--- src/hdl/bcdly_pkg.sv ---
// Shared types, constants and the phase delay table of the contention delay block.
package bcdly_pkg;

	// Bus cycle kinds
	localparam logic [2:0] KIND_FETCH     = 3'd0;
	localparam logic [2:0] KIND_MEM_READ  = 3'd1;
	localparam logic [2:0] KIND_MEM_WRITE = 3'd2;
	localparam logic [2:0] KIND_IO_READ   = 3'd3;
	localparam logic [2:0] KIND_IO_WRITE  = 3'd4;

	// Frame timing in T-states
	localparam int FrameTstates    = 69888;
	localparam int ContendedStart  = 14335;
	localparam int LineTstates     = 224;
	localparam int DisplayTstates  = 128;
	localparam int DisplayLines    = 192;
	localparam int DisplayEnd      = ContendedStart + DisplayLines * LineTstates;

	// Frame is 256 x 273 T-states, a line 32 x 7
	localparam int FrameHiDivisor  = FrameTstates / 256;
	localparam int LineHiDivisor   = LineTstates / 32;

	typedef logic [16:0] frame_t;   // T-state within frame, below 69888
	typedef logic [7:0]  col_t;     // T-state within display line, below 224
	typedef logic [2:0]  delay_t;   // per T-state delay, at most 6
	typedef logic [23:0] mul_op_t;  // shared multiplier operand
	typedef logic [47:0] prod_t;    // shared multiplier product
	typedef logic [8:0]  mod_rem_t; // remainder of the high part, below 273

	localparam frame_t FRAME_LAST      = frame_t'(FrameTstates - 1);
	localparam frame_t CONT_START      = frame_t'(ContendedStart);
	localparam frame_t CONT_END        = frame_t'(DisplayEnd);
	localparam col_t   COL_LAST        = col_t'(LineTstates - 1);
	localparam col_t   COL_DISPLAY     = col_t'(DisplayTstates);

	// divisors of the high parts and their reciprocals, floor(2^32 / 273) and
	// floor(2^16 / 7); either estimate is at most one below the true quotient
	localparam mod_rem_t FRAME_DIVISOR = mod_rem_t'(FrameHiDivisor);
	localparam mod_rem_t LINE_DIVISOR  = mod_rem_t'(LineHiDivisor);
	localparam mul_op_t  RECIP_FRAME   = mul_op_t'(15732480);
	localparam mul_op_t  RECIP_LINE    = mul_op_t'(9362);

	// Beam position handed to the delay lookup
	typedef struct packed {
		frame_t frame;
		col_t   col;
	} beam_pos_t;

	// Delay by phase within the eight T-state fetch group
	function automatic delay_t phase_delay(input logic [2:0] phase);
		delay_t d;
		unique case (phase)
			3'd0: d = 3'd6;
			3'd1: d = 3'd5;
			3'd2: d = 3'd4;
			3'd3: d = 3'd3;
			3'd4: d = 3'd2;
			3'd5: d = 3'd1;
			default: d = 3'd0;
		endcase
		return d;
	endfunction

endpackage

--- src/hdl/bcdly_mod_step.sv ---
// Shared reduction unit: one multiplier and the remainder fix-up of a reciprocal modulo.
module bcdly_mod_step
	import bcdly_pkg::*;
(
	input  mul_op_t  mul_a,
	input  mul_op_t  mul_b,
	output prod_t    prod,
	input  mul_op_t  num,
	input  mul_op_t  qd,
	input  mod_rem_t divisor,
	output mod_rem_t rem
);

	mul_op_t diff;
	mul_op_t fixed;

	// quotient estimate and back-multiply both go through this product
	assign prod = mul_a * mul_b;

	// estimate is at most one low, so one subtract of the divisor suffices
	assign diff  = num - qd;
	assign fixed = diff - {15'd0, divisor};
	assign rem   = (diff >= {15'd0, divisor}) ? fixed[8:0] : diff[8:0];

endmodule

--- src/hdl/bcdly_delay.sv ---
// Contention delay of one T-state from its frame position and line column.
module bcdly_delay
	import bcdly_pkg::*;
(
	input  beam_pos_t pos,
	output delay_t    delay
);

	logic       in_window;
	logic [2:0] phase;

	// inside the display window: contended lines and the pixel part of the line
	assign in_window = (pos.frame >= CONT_START) && (pos.frame < CONT_END) &&
		(pos.col < COL_DISPLAY);

	// (frame - 14335) mod 8 == frame + 1 mod 8
	assign phase = pos.frame[2:0] + 3'd1;

	assign delay = in_window ? phase_delay(phase) : 3'd0;

endmodule

--- src/hdl/bus_contention_delay.sv ---
// Top level of the bus contention delay block: sequencer, shared multiplier unit, output register.
//
// Each request describes one bus cycle (kind, address, master tick, length in
// T-states) and yields one result, the wait states the video chip inserts.
// Both channels use valid/ready; a request is taken when in_valid and in_ready
// are high together, a result when out_valid and out_ready are.
// A contended request first reduces the T-state (tick / 2) modulo the frame
// length through the shared multiplier: reciprocal estimate, back-multiply,
// subtract and fix-up, then reduces the display offset modulo the line length
// the same way, then walks the cycle's T-states one a cycle (1 for memory,
// cycle_length for I/O). Requests that need no lookup (uncontended address,
// odd port, zero-length I/O, disabled) go straight to the final state.
// One request is worked on at a time; in_ready is high only when the
// sequencer is idle. The result sits in an output register, so a stalled
// receiver holds the block in its final state until the register frees up.
// Reset clears the sequencer and the output valid and sets contention
// enabled; cfg_we writes the enable bit.
module bus_contention_delay
	import bcdly_pkg::*;
(
	input  logic        clk,
	input  logic        arst_n,
	input  logic        cfg_we,
	input  logic        cfg_wdata,
	input  logic        in_valid,
	output logic        in_ready,
	input  logic [2:0]  cycle_kind,
	input  logic [15:0] bus_address,
	input  logic [63:0] tick_count,
	input  logic [7:0]  cycle_length,
	output logic        out_valid,
	input  logic        out_ready,
	output logic [7:0]  wait_states
);

	localparam logic [2:0] ST_IDLE = 3'd0;
	localparam logic [2:0] ST_MODF = 3'd1;
	localparam logic [2:0] ST_MODL = 3'd2;
	localparam logic [2:0] ST_ACC  = 3'd3;
	localparam logic [2:0] ST_DONE = 3'd4;

	logic [2:0]  state_q;
	logic [1:0]  cnt_q;
	logic        enabled_q;
	logic        out_valid_q;
	logic [7:0]  wait_q;
	logic [31:0] tstate_q;
	prod_t       prod_q;
	frame_t      frame_q;
	col_t        col_q;
	logic [7:0]  len_q;
	logic [7:0]  idx_q;
	logic        skip_q;
	logic [7:0]  sum_q;

	logic        accept;
	logic        is_mem;
	logic        is_io;
	logic        low_page;
	logic        go;
	mul_op_t     mul_a;
	mul_op_t     mul_b;
	prod_t       prod;
	mul_op_t     num;
	mul_op_t     qd;
	mod_rem_t    divisor;
	mod_rem_t    red_rem;
	frame_t      off;
	logic [10:0] line_hi;
	beam_pos_t   pos;
	delay_t      delay;
	frame_t      frame_next;
	col_t        col_next;
	logic        out_free;

	assign in_ready    = (state_q == ST_IDLE);
	assign accept      = in_valid && in_ready;
	assign out_valid   = out_valid_q;
	assign wait_states = wait_q;
	assign out_free    = !out_valid_q || out_ready;

	// request decode
	assign is_mem   = (cycle_kind == KIND_FETCH) || (cycle_kind == KIND_MEM_READ) ||
		(cycle_kind == KIND_MEM_WRITE);
	assign is_io    = (cycle_kind == KIND_IO_READ) || (cycle_kind == KIND_IO_WRITE);
	assign low_page = (bus_address[15:14] == 2'b01);
	assign go       = enabled_q && ((is_mem && low_page) ||
		(is_io && !bus_address[0] && (cycle_length != 8'd0)));

	// display offset; garbage before the window, where the column is unused
	assign off     = frame_q - CONT_START;
	assign line_hi = off[15:5];

	// shared unit operands: step 0 estimates the quotient, step 1 multiplies it back
	always_comb begin
		if (state_q == ST_MODF) begin
			num     = tstate_q[31:8];
			divisor = FRAME_DIVISOR;
			if (cnt_q == 2'd0) begin
				mul_a = tstate_q[31:8];
				mul_b = RECIP_FRAME;
			end else begin
				mul_a = {8'd0, prod_q[47:32]};
				mul_b = {15'd0, FRAME_DIVISOR};
			end
		end else begin
			num     = {13'd0, line_hi};
			divisor = LINE_DIVISOR;
			if (cnt_q == 2'd0) begin
				mul_a = {13'd0, line_hi};
				mul_b = RECIP_LINE;
			end else begin
				mul_a = {8'd0, prod_q[31:16]};
				mul_b = {15'd0, LINE_DIVISOR};
			end
		end
	end

	assign qd = prod_q[23:0];

	bcdly_mod_step u_step (
		.mul_a   (mul_a),
		.mul_b   (mul_b),
		.prod    (prod),
		.num     (num),
		.qd      (qd),
		.divisor (divisor),
		.rem     (red_rem)
	);

	// delay lookup at the current beam position
	assign pos.frame = frame_q;
	assign pos.col   = col_q;

	bcdly_delay u_delay (
		.pos   (pos),
		.delay (delay)
	);

	// next beam position; the 32-bit T-state wrap restarts the frame
	always_comb begin
		if (tstate_q == 32'hffff_ffff || frame_q == FRAME_LAST) begin
			frame_next = '0;
		end else begin
			frame_next = frame_q + frame_t'(1);
		end
		if (frame_next == CONT_START || col_q == COL_LAST) begin
			col_next = '0;
		end else begin
			col_next = col_q + col_t'(1);
		end
	end

	// sequencer and control
	always_ff @(posedge clk or negedge arst_n) begin
		if (!arst_n) begin
			state_q     <= ST_IDLE;
			cnt_q       <= '0;
			enabled_q   <= 1'b1;
			out_valid_q <= 1'b0;
		end else begin
			if (cfg_we) begin
				enabled_q <= cfg_wdata;
			end
			if (state_q == ST_DONE && out_free) begin
				out_valid_q <= 1'b1;
			end else if (out_ready) begin
				out_valid_q <= 1'b0;
			end
			unique case (state_q)
				ST_IDLE: begin
					if (accept) begin
						cnt_q   <= '0;
						state_q <= go ? ST_MODF : ST_DONE;
					end
				end
				ST_MODF: begin
					if (cnt_q == 2'd2) begin
						cnt_q   <= '0;
						state_q <= ST_MODL;
					end else begin
						cnt_q <= cnt_q + 2'd1;
					end
				end
				ST_MODL: begin
					if (cnt_q == 2'd2) begin
						cnt_q   <= '0;
						state_q <= ST_ACC;
					end else begin
						cnt_q <= cnt_q + 2'd1;
					end
				end
				ST_ACC: begin
					if (idx_q == len_q - 8'd1) begin
						state_q <= ST_DONE;
					end
				end
				ST_DONE: begin
					if (out_free) begin
						state_q <= ST_IDLE;
					end
				end
				default: begin
					state_q <= ST_IDLE;
				end
			endcase
		end
	end

	// datapath
	always_ff @(posedge clk) begin
		unique case (state_q)
			ST_IDLE: begin
				if (accept) begin
					tstate_q <= tick_count[32:1];
					len_q    <= is_mem ? 8'd1 : cycle_length;
					skip_q   <= is_io && !low_page;
					idx_q    <= '0;
					sum_q    <= '0;
				end
			end
			ST_MODF: begin
				if (cnt_q == 2'd2) begin
					frame_q <= {red_rem, tstate_q[7:0]};
				end else begin
					prod_q <= prod;
				end
			end
			ST_MODL: begin
				if (cnt_q == 2'd2) begin
					col_q <= {red_rem[2:0], off[4:0]};
				end else begin
					prod_q <= prod;
				end
			end
			ST_ACC: begin
				if (!(idx_q == 8'd0 && skip_q)) begin
					sum_q <= sum_q + {5'd0, delay};
				end
				tstate_q <= tstate_q + 32'd1;
				frame_q  <= frame_next;
				col_q    <= col_next;
				idx_q    <= idx_q + 8'd1;
			end
			ST_DONE: begin
				if (out_free) begin
					wait_q <= sum_q;
				end
			end
			default: begin
				sum_q <= '0;
			end
		endcase
	end

	// a taken request always leaves the idle state
	a_accept_leaves_idle: assert property (@(posedge clk) disable iff (!arst_n)
		accept |=> (state_q != ST_IDLE))
		else $error("request accepted but sequencer stayed idle");

	// the T-state walk never runs past the cycle length
	a_idx_bound: assert property (@(posedge clk) disable iff (!arst_n)
		(state_q == ST_ACC) |-> (idx_q < len_q))
		else $error("T-state walk past cycle length");

	// beam position stays inside frame and line during the walk
	a_pos_bound: assert property (@(posedge clk) disable iff (!arst_n)
		(state_q == ST_ACC) |-> ((frame_q <= FRAME_LAST) && (col_q <= COL_LAST)))
		else $error("beam position out of range");

	// a result is only raised from the final state
	a_result_from_done: assert property (@(posedge clk) disable iff (!arst_n)
		$rose(out_valid_q) |-> ($past(state_q) == ST_DONE))
		else $error("result raised outside final state");

endmodule
--- config.mk ---
export PLATFORM = sky130hd
export DESIGN_NAME = bus_contention_delay
export DESIGN_NICKNAME = d
export VERILOG_FILES = /design/src/hdl/bcdly_pkg.sv /design/src/hdl/bcdly_mod_step.sv /design/src/hdl/bcdly_delay.sv /design/src/hdl/bus_contention_delay.sv
export SDC_FILE = /design/constraint.sdc
export NUM_CORES = 1
export LEC_CHECK = 0
export BUFFER_PORTS_ARGS = -buffer_cell sky130_fd_sc_hd__buf_2
export CORE_MARGIN = 3
export CORE_UTILIZATION = 42
export CTS_BUF_LIST = sky130_fd_sc_hd__clkbuf_4 sky130_fd_sc_hd__clkbuf_8 sky130_fd_sc_hd__clkbuf_16
export DETAILED_ROUTE_END_ITERATION = 8
export PLACE_DENSITY = 0.62
export SLEW_MARGIN = 10
export SYNTH_ARGS = -nofsm -noshare
export SYNTH_HDL_FRONTEND = slang
export SYNTH_HIERARCHICAL = 1
export SYNTH_SLANG_ARGS = --single-unit
--- constraint.sdc ---
create_clock -name clk -period 23.9 [get_ports clk]
set_input_delay 5.975 -clock clk [delete_from_list [all_inputs] [get_ports clk]]
set_output_delay 5.975 -clock clk [all_outputs]
set_load 0.02 [all_outputs]
== Word level (Yosys, flattened, before mapping) ==
Index checks and enable logic that the tools add are counted.

* Output and inout bits: 10
* Register bits after elaboration: 145

* Add/sub/neg operators: 11
* Multiplexer cells: 35
* Equality and inequality tests: 26
* Order comparisons: 4
* Reduce and logical (&&, ||, !) cells: 42
* Bitwise gates (word level): 2
* $mul: 1

{| class="wikitable"
|+ Operators by type and width
! kind !! number
|-
| two-way mux 24 bit || 5
|-
| one-hot mux 32 bit (2 select lines) || 1
|-
| multiplier 24 x 24 -> 48 bit || 1
|-
| two-way mux 17 bit || 2
|-
| one-hot mux 17 bit (2 select lines) || 1
|-
| adder 32 x 1 -> 32 bit (second input constant) || 1
|-
| == test 32 bit (second input constant) || 1
|-
| two-way mux 32 bit || 1
|-
| two-way mux 8 bit || 4
|-
| one-hot mux 8 bit (2 select lines) || 2
|-
| >= comparator 24 x 9 -> 1 bit || 1
|-
| one-hot mux 8 bit (3 select lines) || 1
|-
| subtractor 24 bit || 1
|-
| two-way mux 3 bit || 7
|-
| == test 3 x 2 -> 1 bit (second input constant) || 6
|-
| two-way mux 9 bit || 2
|-
| one-hot mux 3 bit (6 select lines) || 1
|-
| adder 17 x 1 -> 17 bit (second input constant) || 1
|-
| == test 17 x 14 -> 1 bit (second input constant) || 1
|-
| == test 17 bit (second input constant) || 1
|-
| >= comparator 17 x 14 -> 1 bit (second input constant) || 1
|-
| < comparator 17 x 16 -> 1 bit (second input constant) || 1
|-
| adder 8 x 1 -> 8 bit (second input constant) || 2
|-
| two-way mux 16 bit || 1
|-
| other kinds (34) || 75
|}

== Logic depth before layout (Yosys ltp) ==
Gate-level depths: netlist (run 1).

* Word-level depth: 9
* Gate-level depth with buffers: 34

== Modules after synthesis ==
The synthesis (run 1) kept the hierarchy.

{| class="wikitable"
|+ Modules (own cells, without submodules)
! module !! area an instance (um^2) !! times used !! seq. area each (um^2) !! cells an instance
|-
| bcdly_mod_step || 20853.8 || 1 || 0.0 || 2447
|-
| bus_contention_delay || 7778.7 || 1 || 4320.4 || 734
|-
| bcdly_delay || 155.1 || 1 || 0.0 || 21
|}

== Worst setup path before layout (run 1) ==
No wires, ideal clock.

* Path kind: register to register
* Start point: register frame_q[2]
* End point: register prod_q[43] (data pin)
* Path slack: 15.458 ns
* Buffers on the path: 2
* Cell stages (with the launch flop): 29
* Data arrival time: 8.177 ns
* Cell sequence: edfxtp_1 -> nand3_1 -> nor4_1 -> xnor2_1 -> mux4_2 -> clkbuf_1 -> and2_1 -> fa_1 -> fa_1 -> inv_1 -> fa_1 -> fa_1 -> inv_1 -> fa_1 -> fa_1 -> inv_1 -> fa_1 -> inv_1 -> ha_1 -> clkbuf_1 -> a211oi_1 -> o211ai_1 -> a41o_1 -> a211oi_2 -> o21ai_1 -> a2111oi_0 -> o31a_1 -> o21ai_0 -> xor2_1

* Word-level cells in the longest chain between the ends: 4

{| class="wikitable"
|+ Ends and longest elaborated chain
! element !! RTL line !! source
|-
| start, declared || bus_contention_delay.sv:49 || <nowiki>frame_t frame_q;</nowiki>
|-
| start signal, assigned || bus_contention_delay.sv:224 || <nowiki>frame_q <= {red_rem, tstate_q[7:0]};</nowiki>
|-
| start signal, assigned || bus_contention_delay.sv:241 || <nowiki>frame_q <= frame_next;</nowiki>
|-
| subtractor 16 x 14 -> 16 bit || bus_contention_delay.sv:91 || <nowiki>assign off = frame_q - CONT_START;</nowiki>
|-
| two-way mux 16 bit || bus_contention_delay.sv:109 || <nowiki>if (cnt_q == 2'd0) begin</nowiki>
|-
| two-way mux 24 bit || bus_contention_delay.sv:96 || <nowiki>if (state_q == ST_MODF) begin</nowiki>
|-
| net mul_a[6] || bus_contention_delay.sv:61 || <nowiki>mul_op_t mul_a;</nowiki>
|-
| multiplier 24 x 24 -> 48 bit || bcdly_mod_step.sv:18 || <nowiki>assign prod = mul_a * mul_b;</nowiki>
|-
| net prod[43] || bus_contention_delay.sv:63 || <nowiki>prod_t prod;</nowiki>
|-
| end signal, assigned || bus_contention_delay.sv:226 || <nowiki>prod_q <= prod;</nowiki>
|-
| end signal, assigned || bus_contention_delay.sv:233 || <nowiki>prod_q <= prod;</nowiki>
|-
| end, declared || bus_contention_delay.sv:48 || <nowiki>prod_t prod_q;</nowiki>
|}

The timed path passes the listed nets, and every way through them passes these cells.
A chain may end at the register's enable or synchronous reset.

== Worst setup path in the final report (run 1) ==
* Start point: register state_q[1]
* End point: register prod_q[43] (data pin)

* Word-level cells in the longest chain between the ends: 3

{| class="wikitable"
|+ Ends and longest elaborated chain
! element !! RTL line !! source
|-
| start, declared || bus_contention_delay.sv:42 || <nowiki>logic [2:0] state_q;</nowiki>
|-
| start signal, assigned || bus_contention_delay.sv:174 || <nowiki>state_q <= go ? ST_MODF : ST_DONE;</nowiki>
|-
| == test 3 x 1 -> 1 bit || bus_contention_delay.sv:96 ||
|-
| two-way mux 24 bit || bus_contention_delay.sv:96 ||
|-
| net mul_b[11] || bus_contention_delay.sv:62 || <nowiki>mul_op_t mul_b;</nowiki>
|-
| multiplier 24 x 24 -> 48 bit || bcdly_mod_step.sv:18 ||
|-
| net prod[43] || bus_contention_delay.sv:63 ||
|}

The timed path passes the listed nets, and every way through them passes these cells.

==> metrics.md, run 1 <==
| Metric | Value |
|---|---|
| Starting Density | `0.426` |
| WL met2 | `34,300 µm` |
| Top sig layer | `met4` |
| Antenna violations before repair | `6` |
| Routed len/inst | `18.1 µm` |
| Gr usage total | `0.215` |
| Setup Skew | `0.0135 ns` |
| Avg Synthesized Cell Area | `8.99 µm²` |
| Period utilization | `0.443` |
| Startpoint Class | `flip-flop` |
| Critical Path RT | `24.07 ns` |
| Final Hold Slack | `0.472 ns` |
| Skew-Pair Late Insertion Delay | `0.44 ns` |
| CTS hold repair buffers | `0` |
| Tmin final | `10.60 ns` |
| Commonest non-fill, non-tap cells in the layout | `625 x inv_1, 485 x fa_1, 458 x nand2_1` |
| Most common cell after layout, fill and taps aside | `inv_1` |
| Least-Margin Pin Slew | `1.10 ns` |
| DIE HEIGHT | `268 µm` |
| Status | `finished clean` |
| Mapped Cells | `3,202` |
| Primary FF master, synth | `edfxtp_1` |
| Vias per cell | `5.16` |
| Placer Congestion | `0.869` |
| Number of global-route vias before repair | `22.2k` |
| Setup-failing EPs final | `0` |
| First-iteration detailed-routing DRC count | `1,403` |
| Unrepaired setup endpoints after global routing | `no` |
| Largest net degree at the start of global routing | `119` |
| Clock root cell | `clkbuf_16` |
| Die area | `71,700 µm²` |
| Top Ports | `107` |
| Met3 wire length | `4780 µm` |
| Critical-path maximum fanout | `118` |
| Slew Limit Headroom | `0.266` |
| Post-synth EDFFs | `138` |
| Filler instances | `6,619` |
| Fmax | `94.4 MHz` |
| Slowest CP cell | `buf_4` |
| Worst EP arrival | `10.77 ns` |
| Core area | `67,500 µm²` |
| Yosys warnings | `6` |
| Synth-to-Final Area Change | `7.24%` |
| CTS tree | `built` |
| Area of the multi-input gates | `21,900 µm²` |
| Crit Path Class | `flip-flop to flip-flop` |
| Post-route ant nets | `0` |
| Detailed Route WL | `74,700 µm` |
| Share of flip-flops with an asynchronous set or reset | `0.0483` |
| First-pass GRT wire length | `121,000 µm` |
| Synth Register Bits | `145` |
| # resized after CTS | `0` |
| Final hold vios | `0` |
| Dpl hpwl | `56,800 µm` |
| Worst setup EP type | `flip-flop` |
| Max H-tree Level | `4` |
| Hold crit path type | `flip-flop to flip-flop` |
| CTS sink count | `145` |
| Gr ovfl total | `0` |
| Proportion of layout cells with a drive suffix above 1 | `0.0587` |
| Yosys cell types | `90` |
| FP Rows | `95` |
| M1 WL | `33,900 µm` |
| Setup TNS Final | `0 ns` |
| PortBufs | `61` |
| Drt drc | `0` |
| Register area share after synthesis | `0.150` |
| CTS max path bufs | `2` |
| Drt pass-1 iters | `5` |
| Critical Path Max Stage Delay | `0.82 ns` |
| Final Max Slew Viols | `0` |
| Routed vias | `21.3k` |
| Nets@finish | `4,041` |
| Num CTS Buffers | `17` |
| Register area | `4320 µm²` |
| Die Width | `268 µm` |
| Register clock-pin slew on the reported worst setup and hold paths | `0.06 ns` |
| Syn Std Cell Area | `28,800 µm²` |
| MaxCap Viol Count | `0` |
| Worst path most repeated cell | `fa_1` |
| Post CTS Setup Buffer Count | `0` |
==> per-layer routing <==
layer  vias up  GRT usage
li1      10000          -
met1     10600      0.303
met2       621      0.348
met3        87     0.0326
met4         0     0.0553
met5         -          0
==> cell type report <==
cell class / instances / share of cell area
diodes: 1 / 0.0000811
clock buffers: 19 / 0.0143
clock inverters: 13 / 0.00519
inverters: 626 / 0.0761
multi-input cells: 2355 / 0.711
flip-flops and latches: 145 / 0.140
well taps: 873 / 0.0354
repair buffers: 96 / 0.0184
==> state kept, by name, indices dropped and copies added (netlist names) <==
name and flops:
cnt_q 2, col_q 8, enabled_q 1, frame_q 17, idx_q 8, len_q 8, out_valid 1, prod_q 48
skip_q 1, state_q 3, sum_q 8, tstate_q 32, wait_states 8
==> worst paths after layout <==
kind	startpoint	cells past startpoint	slack, ns	to
max in group asynchronous	arst_n	1	18.29	enabled_q
min in group asynchronous	arst_n	1	5.37	cnt_q[1]
worst min-delay path	sum_q[7]	0	0.47	wait_states[7]
worst max-delay path	state_q[1]	28	13.30	prod_q[43]
worst min register to register	sum_q[7]	0	0.47	wait_states[7]
worst max register to register	state_q[1]	28	13.30	prod_q[43]
==> through the flow <==
step,std cells,utilization,area [µm²],worst slack [ns]
after global routing,4127,0.457,30900,12.57
after global placement,4095,0.448,30300,13.36
final,4128,0.457,30900,13.30
after CTS,4127,0.457,30900,13.33
after detailed placement,4095,0.448,30300,13.35
after floorplan,3265,-,29000,15.46
==> cell families after synthesis <==
family | after synthesis | share of synthesized area
AND/OR/NAND/NOR | 1081 | 0.187
buffers and inverters | 765 | 0.100
adder cells (fa/ha/maj) | 703 | 0.432
AO/OA/AOI/OAI | 345 | 0.0790
flip-flops | 145 | 0.150
XOR/XNOR | 136 | 0.0414
multiplexers | 25 | 0.00978
other | 2 | 0.000261
==> worst max-delay path, delay by kind of cell (launching register included) <==
kind / cells / cell delay [ns]
buffers and inverters: 7 / 1.92
AND/OR/NAND/NOR: 4 / 1.16
adder cells (fa/ha/maj): 9 / 4.46
XOR/XNOR: 1 / 0.17
flip-flops: 1 / 0.55
AO/OA/AOI/OAI: 7 / 1.96
==> synth_stat cells, types with 4 or more instances <==
master / count / area [µm²]
nand3b_1: 5 / 37.5
o22ai_1: 8 / 50.1
a21o_1: 33 / 248
mux2i_1: 12 / 120
o41ai_1: 4 / 35.0
o211ai_1: 11 / 82.6
edfxtp_1: 138 / 4140
a221oi_1: 4 / 35.0
and2_1: 286 / 1790
a31oi_1: 14 / 87.6
o21bai_1: 12 / 90.1
o21a_1: 11 / 82.6
buf_2: 8 / 40.0
nor3_1: 21 / 105
xor2_1: 54 / 473
nand3_1: 44 / 220
nand2_1: 461 / 1730
and4_1: 5 / 43.8
nand4_1: 31 / 194
nor2_1: 104 / 390
fa_1: 485 / 9710
nor2b_1: 28 / 175
clkbuf_1: 127 / 477
ha_1: 218 / 2730
a211oi_1: 5 / 37.5
nand2b_1: 19 / 119
or2_2: 4 / 25.0
o2111ai_1: 5 / 43.8
o31ai_1: 21 / 158
nor4_1: 10 / 62.6
or3_1: 5 / 31.3
a21oi_1: 82 / 410
and3_1: 36 / 225
o21ai_0: 86 / 430
mux2_2: 11 / 124
inv_1: 626 / 2350
dfrtp_1: 6 / 150
xnor2_1: 82 / 718
Power of run 1 is left out: the tool's default activity adds up to more than one toggle a clock period on the data nets, which glitch-free logic cannot reach.
==> run 2, diff against run 1 <==
--- a/config.mk
+++ b/config.mk
@@ -10,7 +10,7 @@
 export CORE_UTILIZATION = 42
 export CTS_BUF_LIST = sky130_fd_sc_hd__clkbuf_4 sky130_fd_sc_hd__clkbuf_8 sky130_fd_sc_hd__clkbuf_16
 export DETAILED_ROUTE_END_ITERATION = 8
-export PLACE_DENSITY = 0.62
+export PLACE_DENSITY = 0.64
 export SLEW_MARGIN = 10
 export SYNTH_ARGS = -nofsm -noshare
 export SYNTH_HDL_FRONTEND = slang
==> constraint.sdc (replaced) <==
create_clock -name clk -period 9.3 [get_ports clk]
set_input_delay 2.325 -clock clk [delete_from_list [all_inputs] [get_ports clk]]
set_output_delay 2.325 -clock clk [all_outputs]
set_load 0.02 [all_outputs]
==> run 2 against run 1 <==
Critical path depth rose by 5. Setup slack got worse by 13 ns. First-iteration DRC count rose by 5.2%. Global-route usage rose by 0.097 points. Highest routed layer unchanged.
==> metrics.md, run 2 (synthesis gave the netlist of run 1 again) <==
| Metric | Value |
|---|---|
| Status | `finished clean` |
| Least-Margin Pin Slew | `1.03 ns (-0.0713 ns)` |
| CTS sink count | `145 (unchanged)` |
| Final Max Slew Viols | `0 (unchanged)` |
| Post-route ant nets | `0 (unchanged)` |
| Startpoint Class | `flip-flop` |
| Largest register FFs | `48 (unchanged)` |
| Setup TNS Final | `0 ns (unchanged)` |
| Die area | `71,700 µm² (unchanged)` |
| Top reg by flops | `prod_q` |
| Filler instances | `6,475 (-2.2%)` |
| Fmax | `114 MHz (+21%)` |
| Worst EP arrival | `8.96 ns (-1.81 ns)` |
| CP Launch Point | `frame_q[5]` |
| Core area | `67,500 µm² (unchanged)` |
| CTS max path bufs | `2 (unchanged)` |
| R2r endpoint | `prod_q[43]` |
| Critical Path Max Stage Delay | `0.59 ns (-0.23 ns)` |
| Gr ovfl total | `0 (unchanged)` |
| MaxCap Viol Count | `0 (unchanged)` |
| Hold crit path type | `flip-flop to flip-flop` |
| Post-layout util | `0.466 (+0.00834)` |
| FP Rows | `95 (unchanged)` |
| Commonest non-fill, non-tap cells in the layout | `625 x inv_1, 485 x fa_1, 458 x nand2_1` |
| Detailed Route WL | `75,200 µm (+0.61%)` |
| Worst path most repeated cell | `fa_1` |
| Placer Congestion | `0.867 (-0.17%)` |
| Drt pass-1 iters | `9 (+4)` |
| Largest net degree at the start of global routing | `65 (-45%)` |
| Register clock-pin slew on the reported worst setup and hold paths | `0.07 ns (about the same)` |
| Worst setup path end | `prod_q[43]` |
| Slowest CP cell | `fa_1` |
| Top Registers | `prod_q x48, tstate_q x32, frame_q x17` |
| Gr usage total | `0.216 (+0.000969)` |
| Top Ports | `107 (unchanged)` |
| Nets@finish | `4,094 (+1.3%)` |
| Dpl hpwl | `60,600 µm (+6.7%)` |
| Critical Path RT | `9.48 ns (-14.59 ns)` |
| Vias per cell | `5.15 (-0.13%)` |
| Synth-to-Final Area Change | `9.20%` |
| Num CTS Buffers | `17 (unchanged)` |
| Most common cell after layout, fill and taps aside | `inv_1` |
| Starting Density | `0.426 (unchanged)` |
| Setup-failing EPs final | `0 (unchanged)` |
| PortBufs | `61 (unchanged)` |
| Antenna violations before repair | `1 (-5)` |
| Flop-to-flop setup slack | `0.52 ns (-12.78 ns)` |
| Max H-tree Level | `4 (unchanged)` |
| Tmin final | `8.78 ns (-1.82 ns)` |
| Proportion of layout cells with a drive suffix above 1 | `0.0774 (+0.0187)` |
| Unrepaired setup endpoints after global routing | `no` |
| Slew Limit Headroom | `0.311 (+0.0451)` |
| Clock root cell | `clkbuf_16` |
| Number of global-route vias before repair | `22.5k (+1.6%)` |
| Routed len/inst | `18.0 µm (-0.64%)` |
| Ant diodes | `0 (-1)` |
| Crit Path Class | `flip-flop to flip-flop` |
| Critical-path maximum fanout | `9 (-92%)` |
| Drt drc | `0 (unchanged)` |
| First-iteration detailed-routing DRC count | `1,476 (+5.2%)` |
| Setup Skew | `0.0141 ns (+0.000648 ns)` |
| Worst R2R Path Depth | `33 (+18%)` |
| Routed vias | `21.5k (+1.1%)` |
| Period utilization | `0.944 (+0.501)` |
| Die Width | `268 µm (unchanged)` |
| DIE HEIGHT | `268 µm (unchanged)` |
| First-pass GRT wire length | `122,000 µm (+0.76%)` |
| RR Startpoint | `frame_q[5]` |
| Skew-Pair Late Insertion Delay | `0.44 ns (about the same)` |
| CTS tree | `built` |
| Final hold vios | `0 (unchanged)` |
| Worst setup EP type | `flip-flop` |
## run 2: cell types whose count changed in the layout (fill, tap and decap cells not counted), moves of 5 or more
cell / change
inv_8: +5
clkinv_2: -5
buf_4: +46
a21oi_2: +5
buf_12: +7
a21oi_1: -5
## run 2: final cells by class
cell class	instances	area [µm²]	area share
multi-input cells	2355	22000	0.699
flip-flops and latches	145	4320	0.137
inverters	626	2350	0.0747
well taps	873	1090	0.0347
repair buffers	149	1050	0.0335
clock buffers	17	425	0.0135
clock inverters	15	210	0.00669
## run 2: critical path, delay by kind of cell (launching register included)
kind / cells / cell delay [ns]
and+or+nand+nor: 4 / 0.61
xor gates and xnor gates: 2 / 0.44
adders and majority gates: 8 / 3.88
AOI/OAI and AO/OA: 10 / 2.18
DFF: 1 / 0.48
buffers and inverters: 9 / 0.91
## run 2: routing by layer
metal / track usage / share of wire / vias up
met2: 0.353 / 0.46 / 593
met3: 0.0340 / 0.064 / 83
li1: - / - / 10100
met5: 0 / 0 / -
met1: 0.305 / 0.45 / 10700
met4: 0.0467 / 0.018 / 0
## run 2: worst min-delay path by stage
stage	from	end	slack, ns	depth (start not counted)
5_1_grt	sum_q[2]	wait_states[2]	0.50	0
3_5_place_dp	sum_q[7]	wait_states[7]	0.46	0
3_3_place_gp	sum_q[7]	wait_states[7]	0.46	0
2_1_floorplan	sum_q[0]	wait_states[0]	0.43	0
4_1_cts	sum_q[7]	wait_states[7]	0.48	0
6_report	sum_q[7]	wait_states[7]	0.48	0
## run 2: what timing repair did
action                                  in CTS  in global routing
resized for setup                            0                 14
endpoints found under the hold margin        0                  0
endpoints found under the setup margin       0                  8
buffers inserted                             0                  1
hold buffers                                 0                  0
## run 2: stage by stage
step           cells  cell area (µm²)  hold WS (ns)  worst slack (ns)
5_1_grt         4180            31400         0.504            0.0150
4_1_cts         4179            31400         0.477             0.296
3_5_place_dp    4147            30700         0.461             0.339
6_report        4180            31400         0.477             0.521
3_3_place_gp    4147            30700         0.463             0.363
2_1_floorplan   3265            29000         0.433             0.858
Power of run 2 is left out for the same reason.
